## src/rtl/swsal_pkg.sv

```systemverilog
// Shared types and sizes for the shortest window sum block.
// No dependencies; used by swsal_cell and shortest_window_sum_at_least.
package swsal_pkg;

  localparam int MAX_LEN      = 1024;
  localparam int SAMPLE_WIDTH = 32;
  localparam int DEPTH        = MAX_LEN + 1;
  localparam int LEN_W        = $clog2(MAX_LEN + 1);
  localparam int PREFIX_W     = SAMPLE_WIDTH + LEN_W;
  localparam int THRESH_W     = 32;
  localparam logic signed [THRESH_W-1:0] THRESH_RESET = THRESH_W'(1);

  typedef logic [LEN_W-1:0]           len_t;
  typedef logic signed [PREFIX_W-1:0] prefix_t;

  // Broadcast control from the sequencer to every cell.
  typedef struct packed {
    logic    shift;   // drop the front entry, everyone moves one cell left
    logic    update;  // drop back entries not below prefix, push new pair
    logic    clear;   // return to the origin-only deque
    prefix_t prefix;  // new running prefix
    len_t    pos;     // new position
  } ctl_t;

endpackage

```

## src/rtl/swsal_cell.sv

```systemverilog
// One deque entry of the shortest window sum block.
// Depends on swsal_pkg for ctl_t, prefix_t and len_t.
module swsal_cell (
  input  logic               clk,
  input  logic               is_origin,
  input  swsal_pkg::ctl_t    ctl,
  input  logic               right_valid,
  input  swsal_pkg::len_t    right_pos,
  input  swsal_pkg::prefix_t right_prefix,
  input  logic               left_keep,
  output logic               valid,
  output swsal_pkg::len_t    pos,
  output swsal_pkg::prefix_t prefix,
  output logic               keep
);

  // Entry survives the back pops only if its prefix is below the new one.
  assign keep = valid && (prefix < ctl.prefix);

  always_ff @(posedge clk) begin
    if (ctl.clear) begin
      valid <= is_origin;
      pos <= '0;
      prefix <= '0;
    end else if (ctl.shift) begin
      valid <= right_valid;
      pos <= right_pos;
      prefix <= right_prefix;
    end else if (ctl.update) begin
      if (!keep) begin
        // first free cell after the kept run takes the new pair
        valid <= left_keep;
        pos <= ctl.pos;
        prefix <= ctl.prefix;
      end
    end
  end

endmodule

```

## config.mk

```make
export PLATFORM = sky130hd
export DESIGN_NAME = swsal_cell
export DESIGN_NICKNAME = d
export VERILOG_FILES = /design/src/rtl/swsal_pkg.sv /design/src/rtl/swsal_cell.sv
export SDC_FILE = /design/constraint.sdc
export NUM_CORES = 1
export LEC_CHECK = 0
export BUFFER_PORTS_ARGS = -buffer_cell sky130_fd_sc_hd__buf_2
export CORE_MARGIN = 2
export CORE_UTILIZATION = 50
export DETAILED_ROUTE_END_ITERATION = 8
export GPL_ROUTABILITY_DRIVEN = 0
export PLACE_DENSITY = 0.82
export SETUP_SLACK_MARGIN = 0.1
export SLEW_MARGIN = 5
export SYNTH_ARGS = -nofsm -noshare
export SYNTH_HDL_FRONTEND = slang
export SYNTH_SLANG_ARGS = --single-unit
```

## constraint.sdc

```tcl
create_clock -name clk -period 5.71 [get_ports clk]
set_input_delay 0.571 -clock clk [delete_from_list [all_inputs] [get_ports clk]]
set_output_delay 0.571 -clock clk [all_outputs]
set_load 0.01 [all_outputs]
```

==> results_dict.tcl <==
set metrics [dict create \
    end_kind "flip-flop" \
    syn_to_final_growth_pct 20.3 \
    vdd_drop_max_uv 107 \
    fp.dieH_um 97.6 \
    hold_path_startpoint "right_pos[9]" \
    drcViolationCount 0 \
    syn_inst 490 \
    status "finished clean" \
    drtIter0Drc 282 \
    cap_viol_max_count 0 \
    critPathLaunchType "primary input" \
    p_total_mw 1.11 \
    avgSynthCellArea_um2 8.93 \
    core_area_um2 8590 \
    crit_chain "buf_2 > inv_1 > ha_1 > a21oi_1 > o21a_1 > o21ai_1 > a2111o_1 > or4_2 > a41oi_1 > a221oi_1" \
    path_clk_slew_ns 0.12 \
    maxSlewHeadroom_pct 15.9 \
    synth_flop_cell "dfxtp_1" \
    root_buffer "clkbuf_8" \
    cp.required_ns 5.88 \
    ys_ff_latch 55 \
    grt_pass1_vias 4552 \
    via_per_inst 6.33 \
    final_cell_mix "169 x buf_2, 96 x inv_1, 54 x o31ai_1, 54 x dfxtp_1, 42 x ha_1" \
    clk_path_buf_depth 2 \
    rows 34 \
    r2r_start "prefix[42]" \
    cp_max_fo 55 \
    track_usage_pct 26.5 \
    drive_gt1_share_pct 36.8 \
    io_buffer_count 170 \
    rr_worst_depth 8 \
    wl_um 13000 \
    place_worst_setup_slack_ns 1.69 \
    vias 4626 \
    leakagePower_nw 2.62 \
    cts_resized 0 \
    antenna_found_initial 1 \
    final_nets 778 \
    firstDrtPassIters 5 \
    setup_viol 0 \
    r2r_slack_ns 2.02 \
    die_area_um2 9520 \
    layout_commonest_cell "buf_2" \
    finalCriticalPeriod_ns 3.73 \
    whs_path_depth 3 \
    place_area_um2 5150 \
    clkLatencyLatePin_ns 0.32 \
    wl_per_cell_um 17.8 \
    ys_async_sr_fraction_pct 0 \
    die_x_um 97.6 \
    finalWorstSetupSlack_ns 1.98 \
    cts_tree "done" \
    rsz0062_at_grt "no" \
    ctsHoldBuffers 0 \
    timing.rr.end "prefix[34]" \
    cp.arrival_ns 3.89 \
    tightest_slew_ns 1.26 \
    io_pins 171 \
    grt_max_degree 71 \
    cpPeakStageDelay_ns 1.31 \
    synth_edf_count 1 \
    hold-path-endpoint "pos[9]" \
    finalInstanceArea_um2 5270 \
    synth_cell_type_count 43 \
    synth_nets 647 \
    grt_first_pass_wirelength_um 21700 \
    clkSinkCount 55 \
    fin_util_pct 61.3 \
    htree_levels 2 \
    finClkSkew_ns 0.0124 \
    critical-path-top-delay-family "compound AO/OA/AOI/OAI gates" \
    p_per_area_nw_per_um2 210 \
    initial_core_util_pct 50.9 \
    critPathKind "in2reg" \
    period_share_pct 65.2 \
    maxSlewViolCount 0 \
    hold_class "in2reg" \
    seq_area_frac_synth_pct 25.4 \
    fin_tns_setup_ns 0 \
    crit_buf_inv 2 \
    antenna_left 0 \
    overflow 0 \
    clock.fmax_mhz 268 \
    netlist_area_um2 4380 \
    postCtsSetupRepairBufs 0 \
    post-dp-hpwl_um 8590 \
    cts_made_buffers 5 \
    synth_warnings 0 \
    hold_viol 0 \
    slowest_stage "or4_2" \
]
-- worst max path at each step --
stage                     startpoint          to  slack (ns)  cells after the start
after detailed placement     ctl[53]  prefix[34]        1.69                     10
final                        ctl[45]  prefix[34]        1.98                     10
after CTS                    ctl[53]  prefix[34]        2.02                     10
after global routing         ctl[53]  prefix[39]        1.75                     10
after floorplan              ctl[41]       valid        2.58                     11
after global placement       ctl[45]       valid        1.73                      9
-- synth_stat cells (2+ instances only) --
master	number	area share (%)
a21oi_1	20	2.3
a221oi_1	37	7.4
a221oi_2	17	5.8
a41oi_1	37	7.4
a41oi_2	17	6.3
buf_2	15	1.7
buf_6	7	1.8
clkbuf_1	28	2.4
dfxtp_1	54	25
ha_1	42	12
inv_1	96	8.2
nand2_1	16	1.4
nand3_1	3	0.34
nand4_1	6	0.86
nor2_1	4	0.34
nor2b_1	2	0.29
nor4_4	2	0.97
o21a_1	3	0.51
o21ai_0	7	0.80
o31ai_1	54	9.3
-- worst register-to-register path, delay by kind of cell, from the launching register on --
family / cells / cell delay [ns]
and+or+nand+nor: 4 / 1.84
AOI/OAI and AO/OA: 3 / 1.00
adders and majority gates: 1 / 0.40
DFF: 1 / 0.35
-- sequential cells by signal (all words and copies together) (netlist names) --
signal  flops
prefix     43
pos        11
valid       1
-- through the flow --
step / std cells / hold WS [ns]
2_1_floorplan: 490 / 0.506
3_5_place_dp: 722 / 0.479
6_report: 731 / 0.490
3_3_place_gp: 722 / 0.467
4_1_cts: 730 / 0.475
5_1_grt: 731 / 0.483
-- layout make-up --
cell class | count | area (um^2)
timing repair buffer | 176 | 898
tap | 108 | 135
fill | 771 | 3330
multi-input combinational | 287 | 2650
inverter | 96 | 360
antenna | 1 | 2.50
sequential | 55 | 1110
clock buffer | 6 | 93.8
clock inverter | 2 | 16.3
-- kinds of logic after synthesis --
group                    share of synthesized area [%]
flip-flops                                        25.4
buffers and inverters                             14.3
AND/OR/NAND/NOR                                   5.06
XOR/XNOR                                         0.200
adder cells (fa/ha/maj)                           12.0
multiplexers                                     0.229
AO/OA/AOI/OAI                                     42.8
-- where the power goes --
part	leakage, nW	internal, mW	switching, mW	total, mW
Clock	0.0530	0.115	0.149	0.264
Combinational	2.10	0.155	0.241	0.396
Sequential	0.460	0.420	0.0279	0.447
-- per-layer routing --
metal  global-route usage [%]  routed length [um]  up-vias
li1                         -                   -     2160
met5                        0                   0        -
met1                     33.6                5430     2229
met2                     46.3                6340      219
met4                     7.05                 239        0
met3                     4.82                 999       18
Power figures use the tool's default switching activity.
